$ cat config.mk
export PLATFORM = sky130hd
export DESIGN_NAME = izvd_front
export DESIGN_NICKNAME = d
export VERILOG_FILES = /design/src/design/imu_zero_velocity_detector_core_macros.svh /design/src/design/izvd_pkg.sv /design/src/design/izvd_front.sv
export SDC_FILE = /design/constraint.sdc
export NUM_CORES = 2
export LEC_CHECK = 0
export ABC_AREA = 1
export BUFFER_PORTS_ARGS = -buffer_cell sky130_fd_sc_hd__buf_2
export CORE_ASPECT_RATIO = 1.1
export CORE_MARGIN = 4
export CORE_UTILIZATION = 50
export DETAILED_ROUTE_END_ITERATION = 7
export PLACE_DENSITY = 0.67
export SLEW_MARGIN = 20
export SYNTH_ARGS = -nofsm -noshare
export SYNTH_HDL_FRONTEND = slang
export SYNTH_SLANG_ARGS = --single-unit
export TNS_END_PERCENT = 100
$ cat constraint.sdc
create_clock -name clk -period 14.35 [get_ports clk]
set_input_delay 2.87 -clock clk [delete_from_list [all_inputs] [get_ports clk]]
set_output_delay 2.87 -clock clk [all_outputs]
set_load 0.01 [all_outputs]
$ cat src/design/imu_zero_velocity_detector_core_macros.svh
// assertion macros shared by the detector modules
`ifndef IMU_ZERO_VELOCITY_DETECTOR_CORE_MACROS_SVH
`define IMU_ZERO_VELOCITY_DETECTOR_CORE_MACROS_SVH

// same-cycle implication on clk, off while arst_n is low
`define IZVD_ASSERT_NOW(label, ante, cons) \
	label: assert property (@(posedge clk) disable iff (!arst_n) (ante) |-> (cons)) \
		else $error("izvd assertion failed");

// next-cycle implication on clk, off while arst_n is low
`define IZVD_ASSERT_NEXT(label, ante, cons) \
	label: assert property (@(posedge clk) disable iff (!arst_n) (ante) |=> (cons)) \
		else $error("izvd assertion failed");

`endif

$ cat src/design/izvd_pkg.sv
// shared types and constants of the zero-velocity detector
package izvd_pkg;

	localparam int SQ_WIDTH = 32;
	localparam logic [SQ_WIDTH-1:0] SQ_MAX = 32'hFFFF_FFFF;

	localparam int CFG_WIDTH = 32;
	localparam int CFG_INDEX_WIDTH = 3;
	localparam int REASON_WIDTH = 4;
	localparam int QUEUE_DEPTH = 4;

	localparam logic [CFG_WIDTH-1:0] GYRO_ENTER_RESET = 32'd0;
	localparam logic [CFG_WIDTH-1:0] ACCEL_ENTER_RESET = 32'd0;
	localparam logic [CFG_WIDTH-1:0] GYRO_EXIT_RESET = 32'd3221225472;
	localparam logic [CFG_WIDTH-1:0] ACCEL_EXIT_RESET = 32'd3221225472;
	localparam logic [CFG_WIDTH-1:0] MIN_STILL_RESET = 32'd200000;
	localparam logic [CFG_WIDTH-1:0] MIN_MOTION_RESET = 32'd20000;

	typedef enum logic [CFG_INDEX_WIDTH-1:0] {
		CFG_GYRO_ENTER = 3'd0,
		CFG_ACCEL_ENTER = 3'd1,
		CFG_GYRO_EXIT = 3'd2,
		CFG_ACCEL_EXIT = 3'd3,
		CFG_MIN_STILL = 3'd4,
		CFG_MIN_MOTION = 3'd5
	} cfg_index_t;

	typedef enum logic [REASON_WIDTH-1:0] {
		R_BAD_SAMPLE = 4'd0,
		R_MOVING = 4'd1,
		R_ENTER_STARTED = 4'd2,
		R_ASSERTED = 4'd3,
		R_ENTER_PENDING = 4'd4,
		R_HELD = 4'd5,
		R_EXIT_STARTED = 4'd6,
		R_CLEARED = 4'd7,
		R_EXIT_PENDING = 4'd8
	} reason_t;

	typedef struct packed {
		logic full;
		logic nonempty;
	} q_stat_t;

endpackage

$ cat src/design/izvd_front.sv
// front end: takes samples, drops bad timestamps, forms squared norms
module izvd_front #(
	parameter int AXIS_WIDTH = 16,
	parameter int TIME_WIDTH = 48
) (
	input  logic                            clk,
	input  logic                            arst_n,
	input  logic                            in_valid,
	output logic                            in_stall,
	input  logic                            time_ok,
	input  logic [TIME_WIDTH-1:0]           time_us,
	input  logic                            sample_ok,
	input  logic signed [AXIS_WIDTH-1:0]    gyro_x,
	input  logic signed [AXIS_WIDTH-1:0]    gyro_y,
	input  logic signed [AXIS_WIDTH-1:0]    gyro_z,
	input  logic signed [AXIS_WIDTH-1:0]    accel_x,
	input  logic signed [AXIS_WIDTH-1:0]    accel_y,
	input  logic signed [AXIS_WIDTH-1:0]    accel_z,
	input  izvd_pkg::q_stat_t               q_stat,
	output logic                            push,
	output logic [TIME_WIDTH+2*izvd_pkg::SQ_WIDTH:0] push_data
);
	import izvd_pkg::*;

	localparam int PW = 2 * AXIS_WIDTH;
	localparam int SUM_W = PW + 2;

	function automatic logic [SQ_WIDTH-1:0] norm_sq(
		input logic signed [AXIS_WIDTH-1:0] x,
		input logic signed [AXIS_WIDTH-1:0] y,
		input logic signed [AXIS_WIDTH-1:0] z
	);
		logic signed [PW-1:0] xe, ye, ze;
		logic [PW-1:0] xx, yy, zz;
		logic [SUM_W-1:0] s;
		logic [63:0] s64;
		xe = PW'(x);
		ye = PW'(y);
		ze = PW'(z);
		xx = unsigned'(xe * xe);
		yy = unsigned'(ye * ye);
		zz = unsigned'(ze * ze);
		s = SUM_W'(xx) + SUM_W'(yy) + SUM_W'(zz);
		s64 = 64'(s);
		// saturate, only reachable with wide axes
		return (s64 > 64'(SQ_MAX)) ? SQ_MAX : s64[SQ_WIDTH-1:0];
	endfunction

	logic                  v_s1;
	logic                  sok_s1;
	logic [TIME_WIDTH-1:0] t_s1;
	logic [SQ_WIDTH-1:0]   g_s1;
	logic [SQ_WIDTH-1:0]   a_s1;
	logic                  s1_free;

	assign push = v_s1 && !q_stat.full;
	assign in_stall = v_s1 && q_stat.full;
	assign s1_free = !v_s1 || push;
	assign push_data = {sok_s1, t_s1, g_s1, a_s1};

	// invalid timestamps never reach the queue
	always_ff @(posedge clk or negedge arst_n) begin
		if (!arst_n) begin
			v_s1 <= 1'b0;
		end else if (s1_free) begin
			v_s1 <= in_valid && time_ok;
		end
	end

	always_ff @(posedge clk) begin
		if (in_valid && s1_free) begin
			sok_s1 <= sample_ok;
			t_s1 <= time_us;
			g_s1 <= norm_sq(gyro_x, gyro_y, gyro_z);
			a_s1 <= norm_sq(accel_x, accel_y, accel_z);
		end
	end

endmodule

# Yosys cells after proc, flatten, opt, wreduce, memory -nomap -nowiden
# Cells that the tools add are included.
[word_totals] ff_bits=114 input_bits=151 out_inout_bits=115
[classes] n_addsub=4 multipliers=6 order_cmp=2 reduce_logical=7
[op_table] op="16-bit by 16-bit multiplier with 32-bit output" count=6
[op_table] op="33-bit by 32-bit adder with 34-bit output" count=2
[op_table] op="34-bit by 32-bit > comparator with 1-bit output, second input constant" count=2
[op_table] op="32-bit by 32-bit adder with 33-bit output" count=2
[op_table] op="1-bit logical AND" count=4
[op_table] op="1-bit logical NOT" count=2
[op_table] op="1-bit logical OR" count=1

# Logic depth before layout (Yosys ltp)
[depth] depth_word=4 mapped_depth=42 ltp_nobuf=39

# Least setup slack after synthesis
# Ideal clock, no wire load.
[synth_path] path_kind="input to register" from="in gyro_z[1]" to="reg g_s1[9] (data pin)" t_required_ns=14.095 n_path_buf=3 arrival_time_ns=9.958 setup_ns=0.255 stages=38 setup_slack_ns=4.137 path_cell_list="clkbuf_1 -> clkbuf_1 -> nand2_1 -> inv_1 -> fa_1 -> fa_1 -> inv_1 -> fa_1 -> inv_1 -> fa_1 -> inv_1 -> fa_1 -> inv_1 -> fa_1 -> ha_1 -> nand2_1 -> nor2_1 -> inv_1 -> [... 2 more ...] -> nand4_1 -> nand2_1 -> fa_1 -> inv_1 -> ha_1 -> nand2_1 -> inv_1 -> nand2_1 -> nand2_1 -> nand2_1 -> nand2_1 -> a21oi_1 -> nand2_1 -> nand2_1 -> nand2_2 -> nor2_4 -> buf_6 -> nand2_1"
[synth_between] elab_chain_len=3
[synth_rtl] element="start: declaration" line="izvd_front.sv:15" source="input logic signed [AXIS_WIDTH-1:0] gyro_z,"
[synth_rtl] element="16-bit by 16-bit multiplier with 32-bit output (*)" line="izvd_front.sv:42" source="zz = unsigned'(ze * ze);"
[synth_rtl] element="33-bit by 32-bit adder with 34-bit output (*)" line="izvd_front.sv:43" source="s = SUM_W'(xx) + SUM_W'(yy) + SUM_W'(zz);"
[synth_rtl] element="34-bit by 32-bit > comparator with 1-bit output" line="izvd_front.sv:46" source="return (s64 > 64'(SQ_MAX)) ? SQ_MAX : s64[SQ_WIDTH-1:0];"
[synth_rtl] element="end signal: assignment" line="izvd_front.sv:74" source="g_s1 <= norm_sq(gyro_x, gyro_y, gyro_z);"
[synth_rtl] element="end: declaration" line="izvd_front.sv:52" source="logic [SQ_WIDTH-1:0] g_s1;"
# Mark *: on every way between the ends. The rest lies on a longest branch, timed or not.
# A chain may end at the register's enable or synchronous reset.

# Worst setup path in the final report
[layout_path] from="in accel_z[5]" to="reg a_s1[0] (data pin)"
[layout_between] elab_chain_len=3
[layout_rtl] element="start: declaration" line="izvd_front.sv:18" source="input logic signed [AXIS_WIDTH-1:0] accel_z,"
[layout_rtl] element="16-bit by 16-bit multiplier with 32-bit output" line="izvd_front.sv:42"
[layout_rtl] element="33-bit by 32-bit adder with 34-bit output" line="izvd_front.sv:43"
[layout_rtl] element="34-bit by 32-bit > comparator with 1-bit output" line="izvd_front.sv:46"
[layout_rtl] element="end signal: assignment" line="izvd_front.sv:75" source="a_s1 <= norm_sq(accel_x, accel_y, accel_z);"
[layout_rtl] element="end: declaration" line="izvd_front.sv:53" source="logic [SQ_WIDTH-1:0] a_s1;"
# No other way between the ends.

==> results.sh <==
export IMPL_dieArea_sq_um=138000
export IMPL_final_hold_viol_count=0
export IMPL_critPathKind="in2reg"
export IMPL_synth_fa_ha_area_share_pct=56.2
export IMPL_finalCriticalPeriod_ns=11.25
export IMPL_slew_limit_headroom_pct=44.0
export IMPL_cts_buffers=17
export IMPL_h_tree_depth=4
export IMPL_worst_setup_path_end_kind="flop"
export IMPL_grt_overflow_total=0
export IMPL_drv_slew=0
export IMPL_grt_usage_pct=24.4
export IMPL_grt_pass1_vias=53955
export IMPL_grt_pass1_wl_mm=271
export IMPL_dp_hpwl_mm=145
export IMPL_drt_iter0_markers=2845
export IMPL_min_path_type="reg2reg"
export IMPL_start_kind="primary input"
export IMPL_gp_congestion=0.949
export IMPL_rows=139
export IMPL_io_pins=266
export IMPL_cts_root_buffer="clkbuf_16"
export IMPL_worstSkewPairLatency_ns=0.44
export IMPL_start_util_pct=50.5
export IMPL_required_ns=14.43
export IMPL_synthTopCellsByCount="inv_1 (2671), nand2_1 (1666), fa_1 (1494)"
export IMPL_synth_simple_area_share_pct=14.7
export IMPL_synth_flop_cell="edfxtp_1"
export IMPL_postSynthAreaPerCell_sq_um=8.06
export IMPL_cap_violations=0
export IMPL_area_growth_pct=5.09
export IMPL_skew_ns=0.00989
export IMPL_synth_most_common_cell="inv_1"
export IMPL_wire_per_inst_microns=16.1
export IMPL_vias=49950
export IMPL_tns_ns=0
export IMPL_antenna_found_initial=18
export IMPL_slowest_delay_ns=0.61
export IMPL_first_pass_iters=6
export IMPL_ys_ff_latch=114
export IMPL_synthTopCellsByArea="fa_1 (45%), inv_1 (15%), ha_1 (11%), nand2_1 (9.5%), edfxtp_1 (5.1%)"
export IMPL_status="finished clean"
export IMPL_tightestPinTransition_ns=0.841
export IMPL_path_buf_inv=8
export IMPL_fp_dieH_microns=389
export IMPL_synth_top_area_share_pct=45.3
export IMPL_yosys_cell_types_count=45
export IMPL_cts_setup_buffers=0
export IMPL_drive_gt1_share_pct=4.23
export IMPL_viasPerCell=4.96
export IMPL_synth_nets=10426
export IMPL_cts_clk_slew_worst_paths_ns=0.06
export IMPL_postSynthCellCount=8202
export IMPL_fp_coreArea_sq_um=131000
export IMPL_muxShareOfSynthArea_pct=0
export IMPL_final_nets=10525
export IMPL_yosys_warnings=0
export IMPL_route_detailed_drc=0
export IMPL_clock_sinks=114
export IMPL_cp_max_fo=32
export IMPL_fmax_mhz=88.9
export IMPL_io_buffers=264
export IMPL_ys_seq_area_share_pct=5.17
export IMPL_synth_compound_area_share_pct=4.43
export IMPL_yosys_area_top_type="fa_1"
export IMPL_wl_mm=162
export IMPL_grt_max_degree=87
export IMPL_cts_tree="yes"
export IMPL_synth_top_family_by_area="adder cells"
export IMPL_syn_area_sq_um=66100
export IMPL_rsz0062_at_grt="no"
export IMPL_synth_xor_area_share_pct=3.17
export IMPL_clk_path_buf_depth=2
export IMPL_hold_buffers=0
export IMPL_synth_edf_count=113
export IMPL_cts_resized_gates=0
export IMPL_timing_final_crit_share_pct=78.4
export IMPL_synthArstFlopShare_pct=0.877
export IMPL_crit_family="adder cells"
export IMPL_critPathArrivalTime_ns=11.33
export IMPL_ant_nets=0
export IMPL_setup_viol_count_final=0
export IMPL_die_width_microns=355
export IMPL_crit_slowest_cell="fa_1"
==> layer usage <==
layer  GRT usage, %  wire length [microns]
met3           3.13                   9280
met1           32.1                  67700
met4           6.49                   4700
met2           42.6                  80200
met5              0                     92
==> cell usage in the layout, fill, tap and decap left out, types with 3 or more instances in the layout <==
| cell type | count |
|---|---|
| a21boi_0 | 4 |
| a21o_1 | 32 |
| a21oi_1 | 261 |
| a21oi_2 | 5 |
| a31o_2 | 5 |
| a31oi_1 | 9 |
| and3_1 | 3 |
| buf_2 | 264 |
| clkbuf_16 | 17 |
| clkinv_1 | 8 |
| diode_2 | 3 |
| edfxtp_1 | 113 |
| fa_1 | 1494 |
| ha_1 | 579 |
| inv_1 | 2671 |
| inv_6 | 6 |
| nand2_1 | 1666 |
| nand2_2 | 13 |
| nand3_1 | 165 |
| nand3_2 | 5 |
| nand3b_1 | 24 |
| nand4_1 | 72 |
| nor2_1 | 344 |
| nor2_4 | 3 |
| nor3_1 | 63 |
| nor4_1 | 4 |
| o211ai_1 | 10 |
| o21a_1 | 6 |
| o21ai_0 | 134 |
| o21bai_1 | 48 |
| or2_2 | 26 |
| xnor2_1 | 136 |
| xor2_1 | 103 |
==> metrics by stage <==
step	std cells	instance area, sq um	hold WS (ns)	worst slack, ns	utilization [%]
floorplan	8202	66100	0.456	4.14	-
global placement	10044	68900	0.481	2.79	52.6
detailed placement	10044	68900	0.487	2.76	52.6
CTS	10076	69400	0.498	3.19	53.0
global route	10077	69500	0.526	2.50	53.0
finish	10079	69500	0.493	3.10	53.0
==> cells by family after synthesis <==
group | after synthesis
buffers and inverters | 2860
AND/OR/NAND/NOR | 2394
flip-flops | 114
XOR/XNOR | 239
AO/OA/AOI/OAI | 522
adder cells (fa/ha/maj) | 2073
==> path summary, 6_finish.rpt <==
check | startpoint | end | slack, ns | cells after the start
min in group asynchronous | arst_n | v_s1 | 2.21 | 1
hold reg to reg | v_s1 | v_s1 | 0.49 | 2
setup / recovery | accel_z[5] | a_s1[0] | 3.10 | 30
max in group asynchronous | arst_n | v_s1 | 12.04 | 1
hold / removal | v_s1 | v_s1 | 0.49 | 2
setup reg to reg | v_s1 | a_s1[30] | 12.09 | 4
==> layout make-up <==
cell class | instances | area [sq um]
inverter | 2675 | 10000
clock inverter | 15 | 130
multi-input combinational | 5228 | 51900
antenna | 3 | 7.51
fill | 12514 | 61500
timing repair buffer | 265 | 1330
tap | 1762 | 2200
sequential | 114 | 3420
clock buffer | 17 | 425
==> tightest hold or removal path: cells and delay by family, from the launching register on <==
kind          cells  cell delay [ns]
simple gates      2             0.12
flops             1             0.34
==> state kept, by name, indices dropped and copies added (netlist names) <==
name    flops
a_s1       32
t_s1       48
v_s1        1
g_s1       32
sok_s1      1
Power is not shown: default switching activity piles up to over one toggle a cycle in this logic, so the estimate is an artifact.
