File: config.mk
export PLATFORM = sky130hd
export DESIGN_NAME = izvd_back
export DESIGN_NICKNAME = d
export VERILOG_FILES = /design/src/design/izvd_pkg.sv /design/src/design/izvd_back.sv
export VERILOG_INCLUDE_DIRS = /design/src /design/src/design
export SDC_FILE = /design/constraint.sdc
export NUM_CORES = 2
export LEC_CHECK = 0
export ABC_CLOCK_PERIOD_IN_PS = 20400
export BUFFER_PORTS_ARGS = -buffer_cell sky130_fd_sc_hd__buf_2
export CORE_ASPECT_RATIO = 0.6
export CORE_MARGIN = 2
export CORE_UTILIZATION = 40
export CTS_CLUSTER_DIAMETER = 40
export DETAILED_ROUTE_END_ITERATION = 8
export GPL_TIMING_DRIVEN = 1
export PLACE_DENSITY = 0.58
export SKIP_LAST_GASP = 1
export SYNTH_ARGS = -nofsm -noshare
export SYNTH_HDL_FRONTEND = slang
export SYNTH_SLANG_ARGS = --single-unit
File: constraint.sdc
create_clock -name clk -period 20.4 [get_ports clk]
set_input_delay 1.02 -clock clk [delete_from_list [all_inputs] [get_ports clk]]
set_output_delay 1.02 -clock clk [all_outputs]
set_load 0.01 [all_outputs]
File: src/design/imu_zero_velocity_detector_core_macros.svh
// assertion macros shared by the detector modules
`ifndef IMU_ZERO_VELOCITY_DETECTOR_CORE_MACROS_SVH
`define IMU_ZERO_VELOCITY_DETECTOR_CORE_MACROS_SVH

// same-cycle implication on clk, off while arst_n is low
`define IZVD_ASSERT_NOW(label, ante, cons) \
	label: assert property (@(posedge clk) disable iff (!arst_n) (ante) |-> (cons)) \
		else $error("izvd assertion failed");

// next-cycle implication on clk, off while arst_n is low
`define IZVD_ASSERT_NEXT(label, ante, cons) \
	label: assert property (@(posedge clk) disable iff (!arst_n) (ante) |=> (cons)) \
		else $error("izvd assertion failed");

`endif

File: src/design/izvd_pkg.sv
// shared types and constants of the zero-velocity detector
package izvd_pkg;

	localparam int SQ_WIDTH = 32;
	localparam logic [SQ_WIDTH-1:0] SQ_MAX = 32'hFFFF_FFFF;

	localparam int CFG_WIDTH = 32;
	localparam int CFG_INDEX_WIDTH = 3;
	localparam int REASON_WIDTH = 4;
	localparam int QUEUE_DEPTH = 4;

	localparam logic [CFG_WIDTH-1:0] GYRO_ENTER_RESET = 32'd0;
	localparam logic [CFG_WIDTH-1:0] ACCEL_ENTER_RESET = 32'd0;
	localparam logic [CFG_WIDTH-1:0] GYRO_EXIT_RESET = 32'd3221225472;
	localparam logic [CFG_WIDTH-1:0] ACCEL_EXIT_RESET = 32'd3221225472;
	localparam logic [CFG_WIDTH-1:0] MIN_STILL_RESET = 32'd200000;
	localparam logic [CFG_WIDTH-1:0] MIN_MOTION_RESET = 32'd20000;

	typedef enum logic [CFG_INDEX_WIDTH-1:0] {
		CFG_GYRO_ENTER = 3'd0,
		CFG_ACCEL_ENTER = 3'd1,
		CFG_GYRO_EXIT = 3'd2,
		CFG_ACCEL_EXIT = 3'd3,
		CFG_MIN_STILL = 3'd4,
		CFG_MIN_MOTION = 3'd5
	} cfg_index_t;

	typedef enum logic [REASON_WIDTH-1:0] {
		R_BAD_SAMPLE = 4'd0,
		R_MOVING = 4'd1,
		R_ENTER_STARTED = 4'd2,
		R_ASSERTED = 4'd3,
		R_ENTER_PENDING = 4'd4,
		R_HELD = 4'd5,
		R_EXIT_STARTED = 4'd6,
		R_CLEARED = 4'd7,
		R_EXIT_PENDING = 4'd8
	} reason_t;

	typedef struct packed {
		logic full;
		logic nonempty;
	} q_stat_t;

endpackage

File: src/design/izvd_back.sv
// back end: dwell state, candidate tracking, result staging and config registers
`include "imu_zero_velocity_detector_core_macros.svh"

module izvd_back #(
	parameter int TIME_WIDTH = 48
) (
	input  logic                                    clk,
	input  logic                                    arst_n,
	input  logic                                    cfg_write,
	input  logic [izvd_pkg::CFG_INDEX_WIDTH-1:0]    cfg_index,
	input  logic [izvd_pkg::CFG_WIDTH-1:0]          cfg_data,
	input  izvd_pkg::q_stat_t                       q_stat,
	input  logic [TIME_WIDTH+2*izvd_pkg::SQ_WIDTH:0] q_data,
	output logic                                    pop,
	output logic                                    out_valid,
	input  logic                                    out_stall,
	output logic                                    is_still,
	output logic [izvd_pkg::SQ_WIDTH-1:0]           gyro_mag_sq,
	output logic [izvd_pkg::SQ_WIDTH-1:0]           accel_mag_sq,
	output logic [TIME_WIDTH-1:0]                   enter_elapsed_us,
	output logic [TIME_WIDTH-1:0]                   exit_elapsed_us,
	output logic [izvd_pkg::REASON_WIDTH-1:0]       reason_code
);
	import izvd_pkg::*;

	function automatic logic [TIME_WIDTH-1:0] since_us(
		input logic [TIME_WIDTH-1:0] now,
		input logic [TIME_WIDTH-1:0] start
	);
		return (now >= start) ? now - start : '0;
	endfunction

	// config registers
	logic [CFG_WIDTH-1:0] gyro_enter_q, accel_enter_q, gyro_exit_q, accel_exit_q;
	logic [CFG_WIDTH-1:0] min_still_q, min_motion_q;

	// detector state
	logic                  still_q;
	logic [TIME_WIDTH-1:0] lt_q;
	logic                  ltv_q;
	logic [TIME_WIDTH-1:0] es_q;
	logic                  ev_q;
	logic [TIME_WIDTH-1:0] xs_q;
	logic                  xv_q;
	logic [SQ_WIDTH-1:0]   gsq_q;
	logic [SQ_WIDTH-1:0]   asq_q;

	// popped beat
	logic                  sok;
	logic [TIME_WIDTH-1:0] t;
	logic [SQ_WIDTH-1:0]   g;
	logic [SQ_WIDTH-1:0]   a;

	logic                  backward;
	logic                  enter_cand;
	logic                  exit_cand;
	logic                  enter_dwell_ok;
	logic                  exit_dwell_ok;
	logic [TIME_WIDTH-1:0] xs_eff;

	logic                  still_n;
	logic [TIME_WIDTH-1:0] es_n;
	logic                  ev_n;
	logic [TIME_WIDTH-1:0] xs_n;
	logic                  xv_n;
	logic [SQ_WIDTH-1:0]   gsq_n;
	logic [SQ_WIDTH-1:0]   asq_n;
	reason_t               reason_n;
	logic                  emit;

	// snapshot stage
	logic                  v_s1;
	logic                  still_s1;
	logic [SQ_WIDTH-1:0]   gsq_s1;
	logic [SQ_WIDTH-1:0]   asq_s1;
	logic [TIME_WIDTH-1:0] t_s1;
	logic [TIME_WIDTH-1:0] es_s1;
	logic                  ev_s1;
	logic [TIME_WIDTH-1:0] xs_s1;
	logic                  xv_s1;
	reason_t               reason_s1;

	// output stage
	logic                  v_s2;
	logic                  still_s2;
	logic [SQ_WIDTH-1:0]   gsq_s2;
	logic [SQ_WIDTH-1:0]   asq_s2;
	logic [TIME_WIDTH-1:0] enter_el_s2;
	logic [TIME_WIDTH-1:0] exit_el_s2;
	reason_t               reason_s2;

	logic s1_free;
	logic s2_free;

	assign s2_free = !v_s2 || !out_stall;
	assign s1_free = !v_s1 || s2_free;
	assign pop = q_stat.nonempty && s1_free;

	assign {sok, t, g, a} = q_data;

	always_ff @(posedge clk or negedge arst_n) begin
		if (!arst_n) begin
			gyro_enter_q <= GYRO_ENTER_RESET;
			accel_enter_q <= ACCEL_ENTER_RESET;
			gyro_exit_q <= GYRO_EXIT_RESET;
			accel_exit_q <= ACCEL_EXIT_RESET;
			min_still_q <= MIN_STILL_RESET;
			min_motion_q <= MIN_MOTION_RESET;
		end else if (cfg_write) begin
			unique case (cfg_index_t'(cfg_index))
				CFG_GYRO_ENTER: gyro_enter_q <= cfg_data;
				CFG_ACCEL_ENTER: accel_enter_q <= cfg_data;
				CFG_GYRO_EXIT: gyro_exit_q <= cfg_data;
				CFG_ACCEL_EXIT: accel_exit_q <= cfg_data;
				CFG_MIN_STILL: min_still_q <= cfg_data;
				CFG_MIN_MOTION: min_motion_q <= cfg_data;
				default: ;
			endcase
		end
	end

	assign backward = ltv_q && (t < lt_q);
	assign enter_cand = (g <= gyro_enter_q) && (a <= accel_enter_q);
	assign exit_cand = (g >= gyro_exit_q) || (a >= accel_exit_q);
	// exit dwell counts from the previous sample time
	assign xs_eff = xv_q ? xs_q : (ltv_q ? lt_q : t);
	assign enter_dwell_ok = since_us(t, es_q) >= TIME_WIDTH'(min_still_q);
	assign exit_dwell_ok = since_us(t, xs_eff) >= TIME_WIDTH'(min_motion_q);

	always_comb begin
		still_n = still_q;
		es_n = es_q;
		ev_n = ev_q;
		xs_n = xs_q;
		xv_n = xv_q;
		gsq_n = gsq_q;
		asq_n = asq_q;
		reason_n = R_BAD_SAMPLE;
		emit = 1'b0;
		if (backward) begin
			ev_n = 1'b0;
			xv_n = 1'b0;
		end else begin
			emit = 1'b1;
			if (sok) begin
				gsq_n = g;
				asq_n = a;
				if (!still_q) begin
					if (!enter_cand) begin
						ev_n = 1'b0;
						reason_n = R_MOVING;
					end else if (!ev_q) begin
						es_n = t;
						ev_n = 1'b1;
						reason_n = R_ENTER_STARTED;
					end else if (enter_dwell_ok) begin
						still_n = 1'b1;
						ev_n = 1'b0;
						xv_n = 1'b0;
						reason_n = R_ASSERTED;
					end else begin
						reason_n = R_ENTER_PENDING;
					end
				end else begin
					if (!exit_cand) begin
						xv_n = 1'b0;
						reason_n = R_HELD;
					end else begin
						xs_n = xs_eff;
						xv_n = 1'b1;
						if (exit_dwell_ok) begin
							still_n = 1'b0;
							ev_n = 1'b0;
							xv_n = 1'b0;
							reason_n = R_CLEARED;
						end else if (ltv_q && (lt_q == xs_eff)) begin
							reason_n = R_EXIT_STARTED;
						end else begin
							reason_n = R_EXIT_PENDING;
						end
					end
				end
			end
		end
	end

	always_ff @(posedge clk or negedge arst_n) begin
		if (!arst_n) begin
			still_q <= 1'b0;
			lt_q <= '0;
			ltv_q <= 1'b0;
			es_q <= '0;
			ev_q <= 1'b0;
			xs_q <= '0;
			xv_q <= 1'b0;
			gsq_q <= '0;
			asq_q <= '0;
		end else if (pop) begin
			still_q <= still_n;
			if (!backward) begin
				lt_q <= t;
			end
			ltv_q <= ltv_q || !backward;
			es_q <= es_n;
			ev_q <= ev_n;
			xs_q <= xs_n;
			xv_q <= xv_n;
			gsq_q <= gsq_n;
			asq_q <= asq_n;
		end
	end

	always_ff @(posedge clk or negedge arst_n) begin
		if (!arst_n) begin
			v_s1 <= 1'b0;
			v_s2 <= 1'b0;
		end else begin
			if (s1_free) begin
				v_s1 <= pop && emit;
			end
			if (s2_free) begin
				v_s2 <= v_s1;
			end
		end
	end

	always_ff @(posedge clk) begin
		if (pop) begin
			still_s1 <= still_n;
			gsq_s1 <= gsq_n;
			asq_s1 <= asq_n;
			t_s1 <= t;
			es_s1 <= es_n;
			ev_s1 <= ev_n;
			xs_s1 <= xs_n;
			xv_s1 <= xv_n;
			reason_s1 <= reason_n;
		end
		if (v_s1 && s2_free) begin
			still_s2 <= still_s1;
			gsq_s2 <= gsq_s1;
			asq_s2 <= asq_s1;
			enter_el_s2 <= ev_s1 ? since_us(t_s1, es_s1) : '0;
			exit_el_s2 <= xv_s1 ? since_us(t_s1, xs_s1) : '0;
			reason_s2 <= reason_s1;
		end
	end

	assign out_valid = v_s2;
	assign is_still = still_s2;
	assign gyro_mag_sq = gsq_s2;
	assign accel_mag_sq = asq_s2;
	assign enter_elapsed_us = enter_el_s2;
	assign exit_elapsed_us = exit_el_s2;
	assign reason_code = reason_s2;

	`IZVD_ASSERT_NOW(a_rise_is_assert, $rose(still_q), v_s1 && (reason_s1 == R_ASSERTED))
	`IZVD_ASSERT_NOW(a_fall_is_clear, $fell(still_q), v_s1 && (reason_s1 == R_CLEARED))
	`IZVD_ASSERT_NOW(a_enter_start_time, v_s1 && (reason_s1 == R_ENTER_STARTED),
		ev_s1 && (es_s1 == t_s1))

endmodule
* Word-level counts from Yosys, hierarchy flattened
Cells that the tools add are included.
** Storage, ports and cells
- Register bits :: 786
- Bits in latches :: 0
- Memory bits (writable) :: 0
- Bits in read-only memories :: 0
- Bits of input ports :: 154
- Output and inout port bits :: 167
- Word-level logic and storage cells :: 128
- Memories :: 0
** Operators by class
- Add/subtract/negate cells :: 4
- $mul :: 0
- Div/mod/pow operators :: 0
- Magnitude comparators :: 11
- Equality and inequality tests :: 6
- Shifts and indexed selects :: 0
- Multiplexer cells :: 48
- Bitwise logic cells :: 2
- Reductions and logical operators :: 25
** Operator list (number)
- $mux W48 :: 13
- $ge A48 B48 Y1 :: 4
- $sub A48 B48 Y48 :: 4
- $mux W32 :: 4
- $ge A48 B32 Y1 :: 2
- $ge A32 B32 Y1 :: 2
- $le A32 B32 Y1 :: 2
- $eq A48 B48 Y1 :: 1
- $lt A48 B48 Y1 :: 1
- $mux W1 :: 24
- $reduce_and A2 Y1 :: 9
- $mux W4 :: 4
- $mux W3 :: 3
- $eq A3 B2 Y1 const B :: 2
- $eq A3 B3 Y1 const B :: 2
- $logic_and A1 B1 Y1 :: 6
- $logic_not A1 Y1 :: 4
- $logic_or A1 B1 Y1 :: 4
- $eq A3 B1 Y1 const B :: 1
- $logic_not A3 Y1 :: 1
- $not A1 Y1 :: 2
- $reduce_or A2 Y1 :: 1

* Logic depth before layout (Yosys ltp)
- Depth after elaboration :: 10
- Gate-level depth with buffers :: 31

* Least setup slack after synthesis
No wires, ideal clock.
- Path type :: in2reg
- Start :: input port out_stall
- End :: register asq_s2[0], in the netlist accel_mag_sq[0], enable pin
- Library setup time :: 943 ps
- Arrival time :: 12878 ps
- Setup slack :: 6579 ps
- Stages :: 1
- Cell sequence :: a21boi_0
** Between the ends
- Word-level cells in the longest chain between the ends :: 3
** RTL lines
- start: declaration :: RTL line izvd_back.sv:16 : input logic out_stall,
- $logic_not A1 Y1 :: RTL line izvd_back.sv:95 : assign s2_free = !v_s2 || !out_stall;
- $logic_or A1 B1 Y1 :: RTL line izvd_back.sv:95
- $logic_and A1 B1 Y1 :: RTL line izvd_back.sv:239 : if (v_s1 && s2_free) begin
- end signal: assignment :: RTL line izvd_back.sv:242 : asq_s2 <= asq_s1;
- end: declaration :: RTL line izvd_back.sv:87 : logic [SQ_WIDTH-1:0] asq_s2;
No other way between the ends.
A chain may end at the register's enable or synchronous reset.

* Worst setup path in the final report
- Start :: register ltv_q
- End :: register reason_s1[2], data pin
** Between the ends
- Word-level cells in the longest chain between the ends :: 8
** RTL lines
- start: declaration :: RTL line izvd_back.sv:40 : logic ltv_q;
- start signal: assignment :: RTL line izvd_back.sv:203 : ltv_q <= ltv_q || !backward;
- $mux W48 (2 in series) :: RTL line izvd_back.sv:126 : assign xs_eff = xv_q ? xs_q : (ltv_q ? lt_q : t);
- $sub A48 B48 Y48 (tied with other cells) :: RTL line izvd_back.sv:30 : return (now >= start) ? now - start : '0;
- $mux W48 / $logic_and A1 B1 Y1 (equally long branches) :: RTL line izvd_back.sv:30, izvd_back.sv:176
- $ge A48 B32 Y1 / $mux W4 (equally long branches) :: RTL line izvd_back.sv:128, izvd_back.sv:176
- $mux W4 :: RTL line izvd_back.sv:171 : if (exit_dwell_ok) begin
- $mux W4 :: RTL line izvd_back.sv:165 : if (!exit_cand) begin
- $mux W4 :: RTL line izvd_back.sv:148 : if (!still_q) begin
- end signal: assignment :: RTL line izvd_back.sv:237 : reason_s1 <= reason_n;
- end: declaration :: RTL line izvd_back.sv:81 : reason_t reason_s1;
Parallel ways exist; a longest one is shown, timed or not.

==> metrics <==
status=complete, no violations; FF-to-FF Start=ltv_q$_DFFE_PN0P_; die width=452 microns; vias per cell=5.43; final WL=147 mm; Layout Skew=between 20 and 25 ps; pwr/cell area=163 nW/um^2; pin count of the biggest net entering global routing=approximately 100; min-delay worst type=in -> async; synth unique cells=around 90; die area=123000 sq um; vias in the first global route=roughly 35k; worst slack at placement=between 10000 and 15000 ps; share of cells above drive strength 1=between 10% and 20%; fin nets=roughly 5.8k; number of synthesized flops with an enable pin=between 300 and 400; post-CTS sizing=0; CTS H-tree depth=3; number of buffers created by CTS=about 110; worst setup path start=ltv_q$_DFFE_PN0P_; Die Height=roughly 270 microns; PortBufs=approximately 320; MaxCap Viol Count=0; total power=around 9000 uW; Crit-path slowest cell=nor4_1; Rows=98; Yosys reg bits=roughly 800; root buffer cell=clkbuf_16; syn nets=5474; Req. time, crit path=20890 ps; Lkg Pwr=about 0.025 uW; Clock transition at path regs=60 ps; Final Setup Violations=0; Max VDD drop=about 0.075 mV; Clock Path Buffers=3; clock sinks=786; num ports=between 300 and 400; initial antenna violation count=5; Pins Over Slew Limit=0; Syn. warnings=0; Setup WS post-layout=between 10000 and 15000 ps; antenna-violating nets left=0; Avg WL per Cell=21.5 microns; Initial Utilization=between 40% and 50%; worst-path fanout max=51; buffer count from post-CTS setup fixing=0; crit path launch type=flop; register area share after synthesis=44.9%; slew at the pin closest to its max-slew limit=1310 ps; fin crit period=~9100 ps; DRT Pass-1 Iters=5; routability cong.=roughly 0.97; Post-synth ARST share=between 50% and 60%; Max stage delay on crit path=710 ps; initial DRC count=~3.5k; setup_tns=0 ps; worst hold slack=326 ps; first-pass GRT wire length=between 200 and 250 mm; Syn-to-layout area delta=14.2%; Core Footprint=between 100000 and 150000 sq um; Post-synth top flop=dfrtp_1; CTS tree=built; final hold vios=0; HPWL after DPL=113 mm; post-synthesis instance area=between 40000 and 50000 sq um; CP delay by family, top=compound AO/OA/AOI/OAI gates; Setup crit end kind=flop; overall routing resource usage=a little under a quarter; Period Utilization, post-route=between 40 and 50%; slew margin rel.=about an eighth; Mapped Cells=between 4k and 5k; insertion delay to the later sink of the worst-skew pair=700 ps; f_max=approximately 110 MHz; syn avg cell area=9.84 sq um; total number of vias=roughly 37k; DRC Markers=0; CP arrival=between 9000 and 10000 ps; CP bufs+invs=3; unrepaired setup endpoints after global routing=no; grt ovf=0; Post-CTS Hold Buffers=0; WS Path Type=reg -> reg
-- sequential cells by signal (all words and copies together) (netlist names), 48 cells and up --
name              count
enter_elapsed_us     48
es_q                 48
es_s1                48
exit_elapsed_us      48
lt_q                 48
t_s1                 48
xs_q                 48
xs_s1                48
-- layout by cell type, fill, tap and decap left out, types with 12 or more instances in the layout --
cell	synthesis	final
nor2b_1	48	48
o21ai_0	412	411
a211oi_1	43	43
xnor2_1	103	103
nor3_1	47	46
mux2i_1	95	95
o21a_1	38	38
nand3_1	47	47
a211o_1	12	12
o211ai_1	26	26
nand2_1	622	620
edfxtp_1	380	380
dfstp_2	15	15
o31ai_1	14	14
nor4_1	27	27
inv_1	484	483
buf_2	24	318
nand4_1	84	84
nand2b_1	34	34
mux2_1	27	27
a31oi_1	31	31
ha_1	431	431
dfrtp_1	391	389
buf_4	9	40
o21bai_1	29	29
xor2_1	73	73
a21oi_1	283	282
and3_1	27	26
nor2_1	279	279
clkinvlp_4	0	16
a2111oi_0	12	12
and2_1	21	19
or3_1	14	14
a21o_1	167	167
inv_6	0	26
mux2_2	209	209
clkbuf_16	0	106
-- metal layers --
metal / vias up / part of all wire [%] / wire length [microns] / GRT usage (%)
met4: 2 / 1.2 / 1770 / 3.82
met5: - / 0.011 / 16 / 0
li1: 17900 / - / - / -
met3: 134 / 8.5 / 12400 / 5.78
met2: 1128 / 40 / 58600 / 32.2
met1: 18000 / 51 / 74300 / 37.4
-- path summary, 6_finish.rpt --
path / end / cells past startpoint / slack [ps]
worst max register to register: reason_s1[2]$_SDFFCE_PP0P_ / 28 / 11260
worst max-delay path: reason_s1[2]$_SDFFCE_PP0P_ / 28 / 11260
worst min-delay path: es_q[40]$_DFFE_PN0P_ / 1 / 330
worst min register to register: accel_mag_sq[27]$_DFFE_PP_ / 0 / 410
min in group clk: accel_mag_sq[27]$_DFFE_PP_ / 0 / 410
max in group asynchronous: asq_q[14]$_DFFE_PN0P_ / 3 / 17690
-- synth_stat cells (8+ instances only) --
| cell type | number | area [sq um] |
|---|---|---|
| nor2_1 | 279 | 1050 |
| o21ai_0 | 412 | 2060 |
| nand2b_1 | 34 | 213 |
| a21oi_1 | 283 | 1420 |
| buf_4 | 9 | 67.6 |
| xnor2_1 | 103 | 902 |
| buf_2 | 24 | 120 |
| a211oi_1 | 43 | 323 |
| dfrtp_1 | 391 | 9780 |
| o21bai_1 | 29 | 218 |
| nand2_1 | 622 | 2330 |
| nor3_1 | 47 | 235 |
| o21a_1 | 38 | 285 |
| a221oi_1 | 8 | 70.1 |
| and3_1 | 27 | 169 |
| o211ai_1 | 26 | 195 |
| a21o_1 | 167 | 1250 |
| nor4_1 | 27 | 169 |
| a2111oi_0 | 12 | 105 |
| or2_2 | 9 | 56.3 |
| and2_1 | 21 | 131 |
| clkbuf_1 | 135 | 507 |
| o31ai_1 | 14 | 105 |
| mux2_1 | 27 | 304 |
| mux2i_1 | 95 | 951 |
| edfxtp_1 | 380 | 11400 |
| nor2b_1 | 48 | 300 |
| mux2_2 | 209 | 2350 |
| ha_1 | 431 | 5390 |
| a31oi_1 | 31 | 194 |
| a21boi_0 | 9 | 67.6 |
| xor2_1 | 73 | 639 |
| inv_1 | 484 | 1820 |
| a211o_1 | 12 | 105 |
| a31o_2 | 10 | 87.6 |
| dfstp_2 | 15 | 394 |
| or3_1 | 14 | 87.6 |
| nand4_1 | 84 | 526 |
| buf_1 | 10 | 37.5 |
| nand3_1 | 47 | 235 |
-- kinds of logic (layout without fill, tap and decap cells) --
logic type,after synthesis,count (layout),synth area share (%)
simple gates,1301,1301,12.2
compound gates,1185,1185,15.2
flops,786,786,44.9
buf+inv,671,1042,5.55
fa+ha+maj,435,435,11.4
mux,331,331,7.51
xor+xnor,176,176,3.21
other cells,0,1,0
-- area by class of cell --
class,instances,area (sq um)
Tap cell,1600,2000
Timing Repair Buffer,360,1930
Sequential cell,786,21600
Clock buffer,121,2750
Inverter,484,1820
Multi-Input combinational cell,3428,23900
Clock inverter,77,892
Antenna cell,1,2.50
Fill cell,11400,64300
-- power by group --
part / internal (uW) / switching [uW]
Clock: 1120 / 791
Combinational: 1680 / 2810
Sequential: 2320 / 237
-- metrics by stage --
stage,utilization (%),cells,instance area [sq um]
4_1_cts,46.1,6856,54900
3_5_place_dp,43.0,6658,51300
3_3_place_gp,43.0,6658,51300
5_1_grt,46.1,6857,54900
2_1_floorplan,-,4885,48100
6_report,46.1,6857,54900
Power figures use the tool's default switching activity.
